### src/sv/lmdf_pkg.sv
// Shared types, field widths, codes and font table for the LED matrix digit frame store.
package lmdf_pkg;

   // Field widths
   localparam int OP_W        = 2;
   localparam int NUMBER_W    = 32;
   localparam int START_X_W   = 4;
   localparam int START_Y_W   = 3;
   localparam int LED_INDEX_W = 7;
   localparam int COLOR_W     = 24;
   localparam int BRIGHT_W    = 8;
   localparam int CSR_ADDR_W  = 1;

   localparam int START_X_MAX = 15;
   localparam int START_Y_MAX = 7;

   // Default geometry
   localparam int DEF_ROWS       = 8;
   localparam int DEF_COLS       = 15;
   localparam int DEF_MAX_DIGITS = 4;

   // Font geometry
   localparam int FONT_ROWS   = 5;
   localparam int FONT_COLS   = 3;
   localparam int DIGIT_PITCH = 4;

   // Divider: divisor is 10 or COLS (at most 127)
   localparam int DIVISOR_W = 7;

   // Op codes
   localparam logic [OP_W-1:0] OP_CLEAR = 2'd0;
   localparam logic [OP_W-1:0] OP_DRAW  = 2'd1;
   localparam logic [OP_W-1:0] OP_READ  = 2'd2;

   // Register indexes
   localparam logic [CSR_ADDR_W-1:0] REG_BRIGHTNESS  = 1'd0;
   localparam logic [CSR_ADDR_W-1:0] REG_DIGIT_COLOR = 1'd1;

   localparam logic [BRIGHT_W-1:0] BRIGHTNESS_RESET = 8'd30;
   localparam logic [COLOR_W-1:0]  DIGIT_COLOR_RESET = 24'h3F3FFF;

   localparam logic [DIVISOR_W-1:0] DECIMAL_BASE = 7'd10;

   typedef struct packed {
      logic                   start;
      logic [NUMBER_W-1:0]    dividend;
      logic [DIVISOR_W-1:0]   divisor;
   } div_req_type;

   typedef struct packed {
      logic                   done;
      logic [NUMBER_W-1:0]    quotient;
      logic [DIVISOR_W-1:0]   remainder;
   } div_rsp_type;

   // One 3-bit font row, MSB is the leftmost column
   function automatic logic [FONT_COLS-1:0] font_row(input logic [3:0] digit,
                                                     input logic [2:0] row);
      logic [FONT_ROWS*FONT_COLS-1:0] glyph;
      int                             top;
      case (digit)
         4'd0:    glyph = 15'b111_101_101_101_111;
         4'd1:    glyph = 15'b010_010_010_010_010;
         4'd2:    glyph = 15'b111_001_111_100_111;
         4'd3:    glyph = 15'b111_001_111_001_111;
         4'd4:    glyph = 15'b101_101_111_001_001;
         4'd5:    glyph = 15'b111_100_111_001_111;
         4'd6:    glyph = 15'b111_100_111_101_111;
         4'd7:    glyph = 15'b111_001_001_001_001;
         4'd8:    glyph = 15'b111_101_111_101_111;
         4'd9:    glyph = 15'b111_101_111_001_111;
         default: glyph = '0;
      endcase
      top = FONT_ROWS*FONT_COLS - 1 - FONT_COLS*int'(row);
      if (top < 0) begin
         top = FONT_COLS - 1;
      end
      return glyph[top -: FONT_COLS];
   endfunction

   // x / 255 for x up to 255*255
   function automatic logic [BRIGHT_W-1:0] div255(input logic [15:0] x);
      logic [16:0] t;
      t = 17'(x) + 17'(x[15:8]) + 17'd1;
      return t[15:8];
   endfunction

endpackage

### src/sv/led_matrix_digit_framebuffer_unit.sv
// Top level: sequencer around the shared divider and the frame store.
//
//  channel | signals                                              | direction
//  --------+------------------------------------------------------+----------
//  req     | req_valid, req_stall, req_op, req_number,            | in
//          | req_start_x, req_start_y, req_led_index              |
//  rsp     | rsp_valid, rsp_stall, rsp_led_color                  | out
//  csr     | csr_wr_en, csr_addr, csr_wr_data                     | in
//
// From request transfer to result register: a read passes the divider, the store read,
//   the multiply and the scale; a draw runs the divider once per decimal digit (not
//   for zero), then paints the 5x3 cells of each digit; a clear writes all ROWS*COLS
//   store locations; op 3 or a read past the chain end goes straight to finish.
// Reset: a sweep of ROWS*COLS store writes zeroes the store; req_stall is high meanwhile.
// Stalls: one result register; a finished result waits until it frees up.
module led_matrix_digit_framebuffer_unit #(
   parameter int ROWS       = lmdf_pkg::DEF_ROWS,
   parameter int COLS       = lmdf_pkg::DEF_COLS,
   parameter int MAX_DIGITS = lmdf_pkg::DEF_MAX_DIGITS
) (
   input  logic                             clock,
   input  logic                             reset,
   // request channel
   input  logic                             req_valid,
   output logic                             req_stall,
   input  logic [lmdf_pkg::OP_W-1:0]        req_op,
   input  logic [lmdf_pkg::NUMBER_W-1:0]    req_number,
   input  logic [lmdf_pkg::START_X_W-1:0]   req_start_x,
   input  logic [lmdf_pkg::START_Y_W-1:0]   req_start_y,
   input  logic [lmdf_pkg::LED_INDEX_W-1:0] req_led_index,
   // response channel
   output logic                             rsp_valid,
   input  logic                             rsp_stall,
   output logic [lmdf_pkg::COLOR_W-1:0]     rsp_led_color,
   // register writes
   input  logic                             csr_wr_en,
   input  logic [lmdf_pkg::CSR_ADDR_W-1:0]  csr_addr,
   input  logic [lmdf_pkg::COLOR_W-1:0]     csr_wr_data
);
   import lmdf_pkg::*;

   localparam int PIXELS    = ROWS * COLS;
   localparam int ADDR_W    = $clog2(PIXELS);
   localparam int ROW_W     = $clog2(ROWS);
   localparam int CNT_W     = $clog2(MAX_DIGITS + 1);
   localparam int DIG_IDX_W = (MAX_DIGITS > 1) ? $clog2(MAX_DIGITS) : 1;
   // widest column a font cell can reach, and widest row
   localparam int X_MAX     = START_X_MAX + (MAX_DIGITS - 1) * DIGIT_PITCH + FONT_COLS - 1;
   localparam int X_W       = $clog2(((X_MAX > COLS) ? X_MAX : COLS) + 1);
   localparam int Y_MAX     = START_Y_MAX + FONT_ROWS - 1;
   localparam int Y_W       = $clog2(((Y_MAX > ROWS) ? Y_MAX : ROWS) + 1);

   typedef enum logic [2:0] {
      S_CLEAR,   // store sweep, after reset or for a clear op
      S_IDLE,
      S_DIGIT,   // waiting on divide by ten
      S_PAINT,   // one font cell per cycle
      S_ROW,     // waiting on divide by COLS
      S_RDWAIT,  // store data back, multiply
      S_SCALE,   // divide products by 255
      S_FINISH   // hand result to output register
   } state_type;

   state_type            state_ff, state_in;
   logic                 clr_reply_ff, clr_reply_in;
   logic [ADDR_W-1:0]    clr_addr_ff, clr_addr_in;
   logic [CNT_W-1:0]     cnt_ff, cnt_in;
   logic [CNT_W-1:0]     k_ff, k_in;
   logic [2:0]           r_ff, r_in;
   logic [1:0]           c_ff, c_in;
   logic [3:0]           digs_ff [MAX_DIGITS];
   logic [3:0]           digs_in [MAX_DIGITS];
   logic [START_X_W-1:0] sx_ff, sx_in;
   logic [START_Y_W-1:0] sy_ff, sy_in;
   logic [15:0]          prod_r_ff, prod_r_in;
   logic [15:0]          prod_g_ff, prod_g_in;
   logic [15:0]          prod_b_ff, prod_b_in;
   logic [COLOR_W-1:0]   result_ff, result_in;
   logic                 rsp_valid_ff, rsp_valid_in;
   logic [COLOR_W-1:0]   rsp_color_ff, rsp_color_in;
   logic [BRIGHT_W-1:0]  bright_ff, bright_in;
   logic [COLOR_W-1:0]   color_ff, color_in;

   div_req_type          div_req;
   div_rsp_type          div_rsp;

   logic                 mem_we;
   logic [ADDR_W-1:0]    mem_wr_addr;
   logic [COLOR_W-1:0]   mem_wr_data;
   logic [ADDR_W-1:0]    mem_rd_addr;
   logic [COLOR_W-1:0]   mem_rd_data;

   logic                 req_xfer;
   logic                 out_free;
   logic [CNT_W-1:0]     sel_digit;
   logic [FONT_COLS-1:0] cell_row;
   logic                 cell_lit;
   logic [X_W-1:0]       cell_x;
   logic [Y_W-1:0]       cell_y;
   logic                 cell_on_matrix;
   logic [ROW_W-1:0]     rd_row;
   logic [DIVISOR_W-1:0] rd_col;
   logic [CNT_W-1:0]     cnt_next;
   logic                 last_cell;

   assign req_xfer = req_valid && !req_stall;
   assign req_stall = (state_ff != S_IDLE);
   assign out_free = !rsp_valid_ff || !rsp_stall;

   // paint datapath: digits go out most significant first
   assign sel_digit      = cnt_ff - CNT_W'(1) - k_ff;
   assign cell_row       = font_row(digs_ff[sel_digit[DIG_IDX_W-1:0]], r_ff);
   assign cell_lit       = cell_row[2'(FONT_COLS - 1) - c_ff];
   assign cell_x         = X_W'(sx_ff) + X_W'(k_ff) * X_W'(DIGIT_PITCH) + X_W'(c_ff);
   assign cell_y         = Y_W'(sy_ff) + Y_W'(r_ff);
   assign cell_on_matrix = (cell_x < X_W'(COLS)) && (cell_y < Y_W'(ROWS));
   assign last_cell      = (k_ff == cnt_ff - CNT_W'(1)) && (r_ff == 3'(FONT_ROWS - 1)) &&
                           (c_ff == 2'(FONT_COLS - 1));

   // serpentine: odd rows run right to left
   assign rd_row      = div_rsp.quotient[ROW_W-1:0];
   assign rd_col      = rd_row[0] ? (DIVISOR_W'(COLS - 1) - div_rsp.remainder)
                                  : div_rsp.remainder;
   assign mem_rd_addr = ADDR_W'(rd_row) * ADDR_W'(COLS) + ADDR_W'(rd_col);

   assign cnt_next = cnt_ff + CNT_W'(1);

   always_comb begin
      mem_we      = 1'b0;
      mem_wr_addr = clr_addr_ff;
      mem_wr_data = '0;
      if (state_ff == S_CLEAR) begin
         mem_we = 1'b1;
      end else if (state_ff == S_PAINT) begin
         mem_we      = cell_lit && cell_on_matrix;
         mem_wr_addr = ADDR_W'(cell_y) * ADDR_W'(COLS) + ADDR_W'(cell_x);
         mem_wr_data = color_ff;
      end
   end

   always_comb begin
      state_in     = state_ff;
      clr_reply_in = clr_reply_ff;
      clr_addr_in  = clr_addr_ff;
      cnt_in       = cnt_ff;
      k_in         = k_ff;
      r_in         = r_ff;
      c_in         = c_ff;
      digs_in      = digs_ff;
      sx_in        = sx_ff;
      sy_in        = sy_ff;
      prod_r_in    = prod_r_ff;
      prod_g_in    = prod_g_ff;
      prod_b_in    = prod_b_ff;
      result_in    = result_ff;
      bright_in    = bright_ff;
      color_in     = color_ff;

      div_req.start    = 1'b0;
      div_req.dividend = req_number;
      div_req.divisor  = DECIMAL_BASE;

      if (csr_wr_en) begin
         case (csr_addr)
            REG_BRIGHTNESS:  bright_in = csr_wr_data[BRIGHT_W-1:0];
            REG_DIGIT_COLOR: color_in  = csr_wr_data;
            default:         ;
         endcase
      end

      case (state_ff)
         S_CLEAR: begin
            clr_addr_in = clr_addr_ff + 1'b1;
            if (clr_addr_ff == ADDR_W'(PIXELS - 1)) begin
               result_in = '0;
               state_in  = clr_reply_ff ? S_FINISH : S_IDLE;
            end
         end
         S_IDLE: begin
            if (req_xfer) begin
               result_in = '0;
               sx_in     = req_start_x;
               sy_in     = req_start_y;
               k_in      = '0;
               r_in      = '0;
               c_in      = '0;
               cnt_in    = '0;
               case (req_op)
                  OP_CLEAR: begin
                     clr_reply_in = 1'b1;
                     clr_addr_in  = '0;
                     state_in     = S_CLEAR;
                  end
                  OP_DRAW: begin
                     if (req_number == '0) begin
                        digs_in[0] = 4'd0;
                        cnt_in     = CNT_W'(1);
                        state_in   = S_PAINT;
                     end else begin
                        div_req.start = 1'b1;
                        state_in      = S_DIGIT;
                     end
                  end
                  OP_READ: begin
                     if (NUMBER_W'(req_led_index) >= NUMBER_W'(PIXELS)) begin
                        state_in = S_FINISH;
                     end else begin
                        div_req.start    = 1'b1;
                        div_req.dividend = NUMBER_W'(req_led_index);
                        div_req.divisor  = DIVISOR_W'(COLS);
                        state_in         = S_ROW;
                     end
                  end
                  default: state_in = S_FINISH;
               endcase
            end
         end
         S_DIGIT: begin
            // least significant digit first; stop at zero quotient or full
            div_req.dividend = div_rsp.quotient;
            if (div_rsp.done) begin
               digs_in[cnt_ff[DIG_IDX_W-1:0]] = div_rsp.remainder[3:0];
               cnt_in = cnt_next;
               if ((div_rsp.quotient == '0) || (cnt_next == CNT_W'(MAX_DIGITS))) begin
                  state_in = S_PAINT;
               end else begin
                  div_req.start = 1'b1;
               end
            end
         end
         S_PAINT: begin
            if (last_cell) begin
               state_in = S_FINISH;
            end else if (c_ff == 2'(FONT_COLS - 1)) begin
               c_in = '0;
               if (r_ff == 3'(FONT_ROWS - 1)) begin
                  r_in = '0;
                  k_in = k_ff + CNT_W'(1);
               end else begin
                  r_in = r_ff + 3'd1;
               end
            end else begin
               c_in = c_ff + 2'd1;
            end
         end
         S_ROW: begin
            // read address goes to the store this cycle
            if (div_rsp.done) begin
               state_in = S_RDWAIT;
            end
         end
         S_RDWAIT: begin
            prod_r_in = 16'(mem_rd_data[23:16]) * 16'(bright_ff);
            prod_g_in = 16'(mem_rd_data[15:8]) * 16'(bright_ff);
            prod_b_in = 16'(mem_rd_data[7:0]) * 16'(bright_ff);
            state_in  = S_SCALE;
         end
         S_SCALE: begin
            result_in = {div255(prod_g_ff), div255(prod_r_ff), div255(prod_b_ff)};
            state_in  = S_FINISH;
         end
         S_FINISH: begin
            if (out_free) begin
               clr_reply_in = 1'b0;
               state_in     = S_IDLE;
            end
         end
         default: state_in = S_IDLE;
      endcase

      rsp_valid_in = ((state_ff == S_FINISH) && out_free) || (rsp_valid_ff && rsp_stall);
      rsp_color_in = ((state_ff == S_FINISH) && out_free) ? result_ff : rsp_color_ff;
   end

   always_ff @(posedge clock) begin
      if (reset) begin
         state_ff     <= S_CLEAR;
         clr_reply_ff <= 1'b0;
         clr_addr_ff  <= '0;
         cnt_ff       <= '0;
         rsp_valid_ff <= 1'b0;
         bright_ff    <= BRIGHTNESS_RESET;
         color_ff     <= DIGIT_COLOR_RESET;
      end else begin
         state_ff     <= state_in;
         clr_reply_ff <= clr_reply_in;
         clr_addr_ff  <= clr_addr_in;
         cnt_ff       <= cnt_in;
         rsp_valid_ff <= rsp_valid_in;
         bright_ff    <= bright_in;
         color_ff     <= color_in;
      end
      k_ff         <= k_in;
      r_ff         <= r_in;
      c_ff         <= c_in;
      digs_ff      <= digs_in;
      sx_ff        <= sx_in;
      sy_ff        <= sy_in;
      prod_r_ff    <= prod_r_in;
      prod_g_ff    <= prod_g_in;
      prod_b_ff    <= prod_b_in;
      result_ff    <= result_in;
      rsp_color_ff <= rsp_color_in;
   end

   assign rsp_valid     = rsp_valid_ff;
   assign rsp_led_color = rsp_color_ff;

   lmdf_divider #(
      .COLS (COLS)
   ) u_divider (
      .clock (clock),
      .reset (reset),
      .req   (div_req),
      .rsp   (div_rsp)
   );

   lmdf_store #(
      .DEPTH  (PIXELS),
      .ADDR_W (ADDR_W)
   ) u_store (
      .clock   (clock),
      .wr_en   (mem_we),
      .wr_addr (mem_wr_addr),
      .wr_data (mem_wr_data),
      .rd_addr (mem_rd_addr),
      .rd_data (mem_rd_data)
   );

`ifndef SYNTHESIS
   a_no_write_idle: assert property (@(posedge clock) disable iff (reset)
      (state_ff == S_IDLE) |-> !mem_we)
      else $error("store written while idle");

   a_div_done_state: assert property (@(posedge clock) disable iff (reset)
      div_rsp.done |-> (state_ff == S_DIGIT || state_ff == S_ROW))
      else $error("divider finished with no waiting step");

   a_digit_count: assert property (@(posedge clock) disable iff (reset)
      (state_ff == S_PAINT) |-> (cnt_ff != '0 && cnt_ff <= CNT_W'(MAX_DIGITS)))
      else $error("digit count out of range during paint");

   a_rsp_from_finish: assert property (@(posedge clock) disable iff (reset)
      $rose(rsp_valid_ff) |-> ($past(state_ff) == S_FINISH))
      else $error("response raised outside finish step");
`endif

endmodule

### src/sv/lmdf_divider.sv
// Constant-divisor divider by reciprocal multiplication, shared by digit extraction and index mapping.
module lmdf_divider #(
   parameter int COLS = lmdf_pkg::DEF_COLS
) (
   input  logic                 clock,
   input  logic                 reset,
   input  lmdf_pkg::div_req_type req,
   output lmdf_pkg::div_rsp_type rsp
);
   import lmdf_pkg::*;

   localparam int PROD_W = 2 * NUMBER_W;
   // divide by ten: exact for any 32-bit dividend
   localparam logic [NUMBER_W-1:0] DEC_RECIP = 32'hCCCC_CCCD;
   localparam int                  DEC_SHIFT = 35;
   // divide by COLS: exact for dividends below 128
   localparam int                  COL_SHIFT = 16;
   localparam logic [NUMBER_W-1:0] COL_RECIP = NUMBER_W'(((1 << COL_SHIFT) + COLS - 1) / COLS);

   logic                  pend_ff, pend_in;
   logic                  done_ff, done_in;
   logic                  dec_ff, dec_in;
   logic [PROD_W-1:0]     prod_ff, prod_in;
   logic [DIVISOR_W-1:0]  dvd_lo_ff, dvd_lo_in;
   logic [DIVISOR_W-1:0]  dvs_ff, dvs_in;
   logic [NUMBER_W-1:0]   quo_ff, quo_in;
   logic [DIVISOR_W-1:0]  rem_ff, rem_in;
   logic                  req_dec;
   logic [NUMBER_W-1:0]   quo_calc;
   logic [DIVISOR_W-1:0]  back_lo;

   assign req_dec  = (req.divisor == DECIMAL_BASE);
   assign quo_calc = dec_ff ? NUMBER_W'(prod_ff >> DEC_SHIFT) : NUMBER_W'(prod_ff >> COL_SHIFT);
   // remainder is below the divisor, which fits DIVISOR_W bits, so the low bits of dividend - q*d are enough
   assign back_lo  = DIVISOR_W'(quo_calc[DIVISOR_W-1:0] * dvs_ff);

   always_comb begin
      pend_in   = req.start;
      done_in   = pend_ff;
      dec_in    = dec_ff;
      prod_in   = prod_ff;
      dvd_lo_in = dvd_lo_ff;
      dvs_in    = dvs_ff;
      quo_in    = quo_ff;
      rem_in    = rem_ff;
      if (req.start) begin
         dec_in    = req_dec;
         prod_in   = PROD_W'(req.dividend) * PROD_W'(req_dec ? DEC_RECIP : COL_RECIP);
         dvd_lo_in = req.dividend[DIVISOR_W-1:0];
         dvs_in    = req.divisor;
      end
      if (pend_ff) begin
         quo_in = quo_calc;
         rem_in = DIVISOR_W'(dvd_lo_ff - back_lo);
      end
   end

   always_ff @(posedge clock) begin
      if (reset) begin
         pend_ff <= 1'b0;
         done_ff <= 1'b0;
      end else begin
         pend_ff <= pend_in;
         done_ff <= done_in;
      end
      dec_ff    <= dec_in;
      prod_ff   <= prod_in;
      dvd_lo_ff <= dvd_lo_in;
      dvs_ff    <= dvs_in;
      quo_ff    <= quo_in;
      rem_ff    <= rem_in;
   end

   assign rsp.done      = done_ff;
   assign rsp.quotient  = quo_ff;
   assign rsp.remainder = rem_ff;

endmodule

### src/sv/lmdf_store.sv
// Frame store: one write port, one registered read port.
module lmdf_store #(
   parameter int DEPTH  = lmdf_pkg::DEF_ROWS * lmdf_pkg::DEF_COLS,
   parameter int ADDR_W = $clog2(DEPTH)
) (
   input  logic                         clock,
   input  logic                         wr_en,
   input  logic [ADDR_W-1:0]            wr_addr,
   input  logic [lmdf_pkg::COLOR_W-1:0] wr_data,
   input  logic [ADDR_W-1:0]            rd_addr,
   output logic [lmdf_pkg::COLOR_W-1:0] rd_data
);
   import lmdf_pkg::*;

   logic [COLOR_W-1:0] mem_ff [DEPTH];
   logic [COLOR_W-1:0] rd_data_ff;

   always_ff @(posedge clock) begin
      if (wr_en) begin
         mem_ff[wr_addr] <= wr_data;
      end
      rd_data_ff <= mem_ff[rd_addr];
   end

   assign rd_data = rd_data_ff;

endmodule
### config.mk
export PLATFORM = sky130hd
export DESIGN_NAME = led_matrix_digit_framebuffer_unit
export DESIGN_NICKNAME = d
export VERILOG_FILES = /design/src/sv/lmdf_pkg.sv /design/src/sv/led_matrix_digit_framebuffer_unit.sv /design/src/sv/lmdf_divider.sv /design/src/sv/lmdf_store.sv
export SDC_FILE = /design/constraint.sdc
export NUM_CORES = 2
export LEC_CHECK = 0
export ABC_CLOCK_PERIOD_IN_PS = 14000
export BUFFER_PORTS_ARGS = -buffer_cell sky130_fd_sc_hd__buf_2
export CORE_MARGIN = 1.5
export CORE_UTILIZATION = 45
export DETAILED_ROUTE_END_ITERATION = 16
export MAX_ROUTING_LAYER = met4
export PLACE_DENSITY_LB_ADDON = 0.05
export SYNTH_ARGS = -nofsm -noshare
export SYNTH_HDL_FRONTEND = slang
export SYNTH_SLANG_ARGS = --single-unit
### constraint.sdc
create_clock -name clock -period 14 [get_ports clock]
set_input_delay 1.4 -clock clock [delete_from_list [all_inputs] [get_ports clock]]
set_output_delay 1.4 -clock clock [all_outputs]
set_load 0.03 [all_outputs]
# --- Word level (Yosys, flattened, before mapping) ---
# Memories as Yosys holds them, arrays and structs flattened. A register that Yosys moved wholly into a read port is not among the register bits.
# Index checks and enable logic that the tools add are counted.
word_totals:
  reg_bits: 294
  ram_bits: 2880
  romBits: 240
  output_inout_bits: 26
  wordCells: 213
  mem_count: 2
memory_table:
  columns: ["name", "depth", "width", "read_ports", "rd_ports_with_merged_regs", "write_ports", "line", "text"]
  rows:
  - ["u_store.mem_ff", 120, 24, 1, 1, 1, "lmdf_store.sv:15", "logic [COLOR_W-1:0] mem_ff [DEPTH];"]
  - ["(name not given)", 16, 15, 1, 0, 0, "lmdf_pkg.sv:61", "case (digit)"]
classes:
  n_addsub: 22
  multipliers: 8
  order_cmp: 8
  eq_ne: 29
  shift: 1
  muxes: 74
  bitwise: 3
  reduce_logical: 36
ops:
  columns: ["operator", "n"]
  rows:
  - ["$mux W24", 4]
  - ["$mux W40", 2]
  - ["$pmux W24 S3", 1]
  - ["$pmux W33 S2", 1]
  - ["$logic_not A32 Y1", 2]
  - ["$mul A32 B64 Y64", 1]
  - ["$mux W32", 2]
  - ["$mux W3", 17]
  - ["$add A16 B1 Y16 const B", 3]
  - ["$add A16 B8 Y16", 3]
  - ["$mul A8 B8 Y16", 3]
  - ["$mux W7", 6]
  - ["$mux W39", 1]
  - ["$shiftx A17 B32 Y3", 1]
  - ["$mux W29", 1]
  - ["$mux W4", 6]
  - ["$pmux W3 S8", 1]
  - ["$eq A3 B3 Y1 const B", 6]
  - ["$pmux W3 S2", 3]
  - ["$bwmux W16", 1]
  - ["$mux W16", 1]
  - ["$mux W1", 14]
  - ["$ne A2 B1 Y1 const B", 7]
  - ["$pmux W7 S2", 1]
  - ["56 further kinds", 93]

# --- Longest topological paths before layout ---
# An unclocked memory read counts as a cell.
depth:
  ltp_word: 15
  depth_mapped: 37
  mapped_depth_nobuf: 34

# --- Modules after synthesis ---
# From an unflattened synthesis, not the netlist that was laid out.
unflattened:
  cells_unflattened: 8946
  area_unflattened_um2: 152314.8
by_module_without_submodules:
  columns: ["module", "n_inst", "cells_per_inst", "area_each_um2", "seq_area_each_um2"]
  rows:
  - ["lmdf_store", 1, 4757, 111129.1, 86963.4]
  - ["lmdf_divider", 1, 2473, 24684.9, 3103.0]
  - ["led_matrix_digit_framebuffer_unit", 1, 1716, 16500.8, 4754.6]

# --- Least setup slack after synthesis ---
# OpenSTA, ideal clock, no wires.
synth_path:
  path_type: "input to register"
  from: "in req_op[0] (netlist bit)"
  to: "reg u_divider.prod_ff[52], data pin"
  setup_time_ns: 0.269
  t_arrival_ns: 9.459
  t_required_ns: 13.731
  slack_ns: 4.273
  stages: 31
  path_cell_list: "inv_1 ha_1 nand3_1 o21bai_1 a21oi_1 clkbuf_1 buf_1 a22o_1 inv_1 fa_1 inv_1 fa_1 fa_1 fa_1 fa_1 fa_1 fa_1 inv_1 fa_1 inv_1 ha_1 clkbuf_1 nand4_1 nor4_1 nand4_1 o221ai_1 nor2_1 o21a_1 o311a_1 o31ai_1 xor2_1"
synth_via:
  elab_chain_cells: 7
  word_cells_on_any_way: 8
  cone_classes: "1 x mul; 2 x eq/ne; 5 x mux"
synth_lines:
  columns: ["item", "line", "text"]
  rows:
  - ["from (decl)", "led_matrix_digit_framebuffer_unit.sv:26", "input logic [lmdf_pkg::OP_W-1:0] req_op,"]
  - ["$eq A2 B2 Y1 *", "led_matrix_digit_framebuffer_unit.sv:188", "case (req_op)"]
  - ["$mux W39 *", "led_matrix_digit_framebuffer_unit.sv:188", null]
  - ["$mux W40 *", "led_matrix_digit_framebuffer_unit.sv:180", "if (req_xfer) begin"]
  - ["$mux W7", "led_matrix_digit_framebuffer_unit.sv:171", "case (state_ff)"]
  - ["$eq A7 B4 Y1", "lmdf_divider.sv:32", "assign req_dec = (req.divisor == DECIMAL_BASE);"]
  - ["$mux W32", "lmdf_divider.sv:48", "prod_in = PROD_W'(req.dividend) * PROD_W'(req_dec ? DEC_RECIP : COL_RECIP);"]
  - ["$mul A32 B64 Y64 *", "lmdf_divider.sv:48", null]
  - ["to (signal assigned)", "lmdf_divider.sv:67", "prod_ff <= prod_in;"]
  - ["to (decl)", "lmdf_divider.sv:23", "logic [PROD_W-1:0] prod_ff, prod_in;"]
# Every way passes the cells marked *; elsewhere a longest branch is shown, timed or not.
# A chain may end at the register's enable or synchronous reset.

==> run_results.csv <==
group,metric,value,unit
clocking,clk_latency,930,ps
floorplanning,die_area,333000,um^2
job,drv_cap,0,
grt,grt.total_usage,0.258,
yosys,synth_edf_count,3103,
timing,tightest_slew,1260,ps
worst_setup_path,r2r-end,"u_divider.prod_ff[63]",
worst_setup_path,cpMaxStageDelayCell,"dfxtp_1",
worst_setup_path,cpMostUsedCell,"fa_1",
yosys,synth.distinct_cells,81,
worst_hold_path,hp-start,"result_ff[1]",
floorplanning,die_y,577,um
clocking,clock-sinks,3176,
clocking,htreeDepth,5,
route,drc,0,
worst_setup_path,cp-end-kind,"register",
grt,grt_util_met1,0.373,
timing,fmax,95.4,MHz
worst_setup_path,startpoint_type,"register",
route,first_iter_violations,7814,
grt,grt_antenna_before_repair,22,
grt,grt_pass1_vias,79900,
worst_hold_path,hold_depth,0,
pwr,power_density,234,nW/um^2
worst_setup_path,reg2regPathDepth,29,
route,avgRoutedWirePerCell,31.2,um
worst_setup_path,worstPathRequired,14630,ps
yosys,ys_seq_area_frac,0.639,
grt,grt_start_max_net_pins,114,
placement,place_congestion,0.942,
timing,finalHoldViolations,0,
worst_setup_path,timing.rr.start,"state_ff[0]",
route,vias_per_cell,5.83,
finish,area_delta_synth_final,12.7,%
finish,layout-drive-gt1-share,0.221,
yosys,syn_inst,8141,
floorplanning,io_pins,104,
floorplanning,die_w,577,um
timing,timing.setup.tns,0,ps
grt,gr-max-usage-layer,"met2",
timing,whs,415,ps
placement,placedCellCount,12500,
timing,skew,76.1,ps
pwr,irDropWorstVdd,1190,uV
grt,grt-ovfl-total,0,
yosys,avgSynthCellArea,18.2,um^2
yosys,synth_area,148000,um^2
pwr,leakagePower,0.0517,uW
grt,grt_pass1_wl,591000,um
finish,stdcell_count,13200,
timing,finalCritPeriodShare,0.749,
timing,rsz0062_at_grt,"false",
clocking,ctsHoldBuffers,0,
route,first_pass_iters,7,
finish,layout.nets,9682,
worst_setup_path,worstPathMaxFanout,15,
yosys,yosysWarnings,0,
clocking,cts_tree,"built",
timing,relSlewSlack,0.138,
clocking,path_clk_slew,60,ps
yosys,yosys-top-cells-area,"edfxtp_1 (63%), mux4_2 (14%), fa_1 (7.4%)",
grt,use_met3,0.0287,
timing,maxSlewViolCount,0,
clocking,cts_buffer_depth,4,
worst_hold_path,min_delay_worst_endpoint,"rsp_led_color[1]",
floorplanning,core_area,327000,um^2
clocking,post-cts-setup-buffer-count,0,
placement,dpl.hpwl,259000,um
finish,n_fill_cell,26900,
route,routed_wl,411000,um
grt,use_met2,0.400,
worst_setup_path,ff2ff_setup_slack,3510,ps
route,ant_nets,0,
yosys,synth.most_common_cell,"edfxtp_1",
worst_setup_path,max_stage_delay,610,ps
yosys,async_reset_ff_frac,0,
yosys,synth_flop_cell,"edfxtp_1",
clocking,cts_made_buffers,339,
worst_setup_path,critPathArrivalTime,11120,ps
yosys,ys_top_cells_by_count,"edfxtp_1 (3,103), mux4_2 (899), inv_1 (789)",
timing,setup_viol,0,
clocking,root_buffer,"clkbuf_16",
yosys,postSynthRegisterBits,3176,
yosys,synth_top_area_frac,0.629,
yosys,yosysTopAreaCell,"edfxtp_1",
clocking,ctsResizeCount,0,
placement,io_buffers,103,
floorplanning,start_util,0.452,
worst_setup_path,crit_type,"register to register",
route,detailroute.via_count,76800,
worst_hold_path,hold_class,"register to register",
floorplanning,num_rows,210,
timing,period_minus_slack,10490,ps
run_status,outcome,"complete, no violations",
[cell type report]
| type | instances | area, um^2 | area share |
|---|---|---|---|
| antenna | 18 | 45.0 | 0.000270 |
| clock buffer | 414 | 8930 | 0.0535 |
| clock inverter | 198 | 1900 | 0.0114 |
| inverter | 789 | 2960 | 0.0178 |
| multi-input combinational | 3876 | 50300 | 0.302 |
| sequential | 3176 | 94600 | 0.567 |
| tap | 4346 | 5440 | 0.0326 |
| timing repair buffer | 357 | 2580 | 0.0155 |
[per-layer routing]
layer	wire [um]	share of wire
met3	24500	0.060
met2	195000	0.47
met4	8260	0.020
met1	183000	0.45
met5	0	0
[worst max-delay path, delay by kind of cell (launching register included)]
family                     cells  cell delay [ps]
AOI/OAI and AO/OA              6             1810
and+or+nand+nor                9             3020
xor gates and xnor gates       1              120
adders and majority gates      9             4320
DFF                            1              610
buffers and inverters          4              330
[registers in the layout, indices dropped and copies added (netlist names), 8 cells and up, named ones only]
name               flops
rsp_led_color         24
u_store.rd_data       24
bright_ff              8
prod_g_ff             16
color_ff              24
prod_b_ff             16
u_divider.quo_ff      32
u_store.mem_ff      2880
prod_r_ff             16
u_divider.prod_ff     48
result_ff             24
[power breakdown]
part           leakage (uW)  switching (uW)  internal (uW)  total, uW
combinational        0.0233           11700           7290      19000
sequential           0.0232            10.5          11200      11200
clock               0.00529            3730           5070       8800
total                0.0517           15400          23600      39000
[cells in the final DEF, fill, tap and decap left out, drive strengths merged, types with 28 or more instances in the layout]
cell type / instances
clkinv: 150
mux2: 33
edfxtp: 3103
a22o: 41
nand2: 402
bufinv: 28
fa: 549
buf: 357
mux2i: 42
mux4: 899
clkbuf: 414
ha: 516
a21oi: 128
nor4: 137
xnor2: 93
nand3: 114
and2: 154
o211ai: 28
o21a: 29
o21ai: 90
a21o: 31
dfxtp: 73
inv: 800
conb: 58
xor2: 60
and3: 37
nor2: 138
[per-stage QoR]
| step | util | instance area, um^2 | power (uW) | setup WS, ps |
|---|---|---|---|---|
| after global routing | 0.509 | 167000 | 41600 | 2790 |
| after detailed placement | 0.476 | 156000 | 30000 | 2830 |
| after CTS | 0.509 | 167000 | 39000 | 3540 |
| after floorplan | - | 148000 | 24700 | 4270 |
| after global placement | 0.476 | 156000 | 30300 | 2910 |
| final | 0.510 | 167000 | 39000 | 3510 |
[cells by family (layout without fill, tap and decap cells)]
family          Yosys count  after routing  synth area share
simple gates           1112           1112            0.0381
fa+ha+maj              1065           1065             0.118
flops                  3176           3176             0.639
buf+inv                1145           1758            0.0299
other cells               2             76         0.0000507
compound gates          513            513            0.0237
mux                     974            974             0.142
xor+xnor                154            154           0.00921
[worst max-delay path by stage]
stage               cells past startpoint                     to        start
floorplan                              31  u_divider.prod_ff[52]    req_op[0]
global placement                       30  u_divider.prod_ff[63]    req_op[0]
detailed placement                     30  u_divider.prod_ff[63]    req_op[0]
CTS                                    29  u_divider.prod_ff[63]  state_ff[0]
global route                           29  u_divider.prod_ff[63]  state_ff[0]
finish                                 29  u_divider.prod_ff[63]  state_ff[0]
No activity file was read; power rests on OpenSTA's default activity.
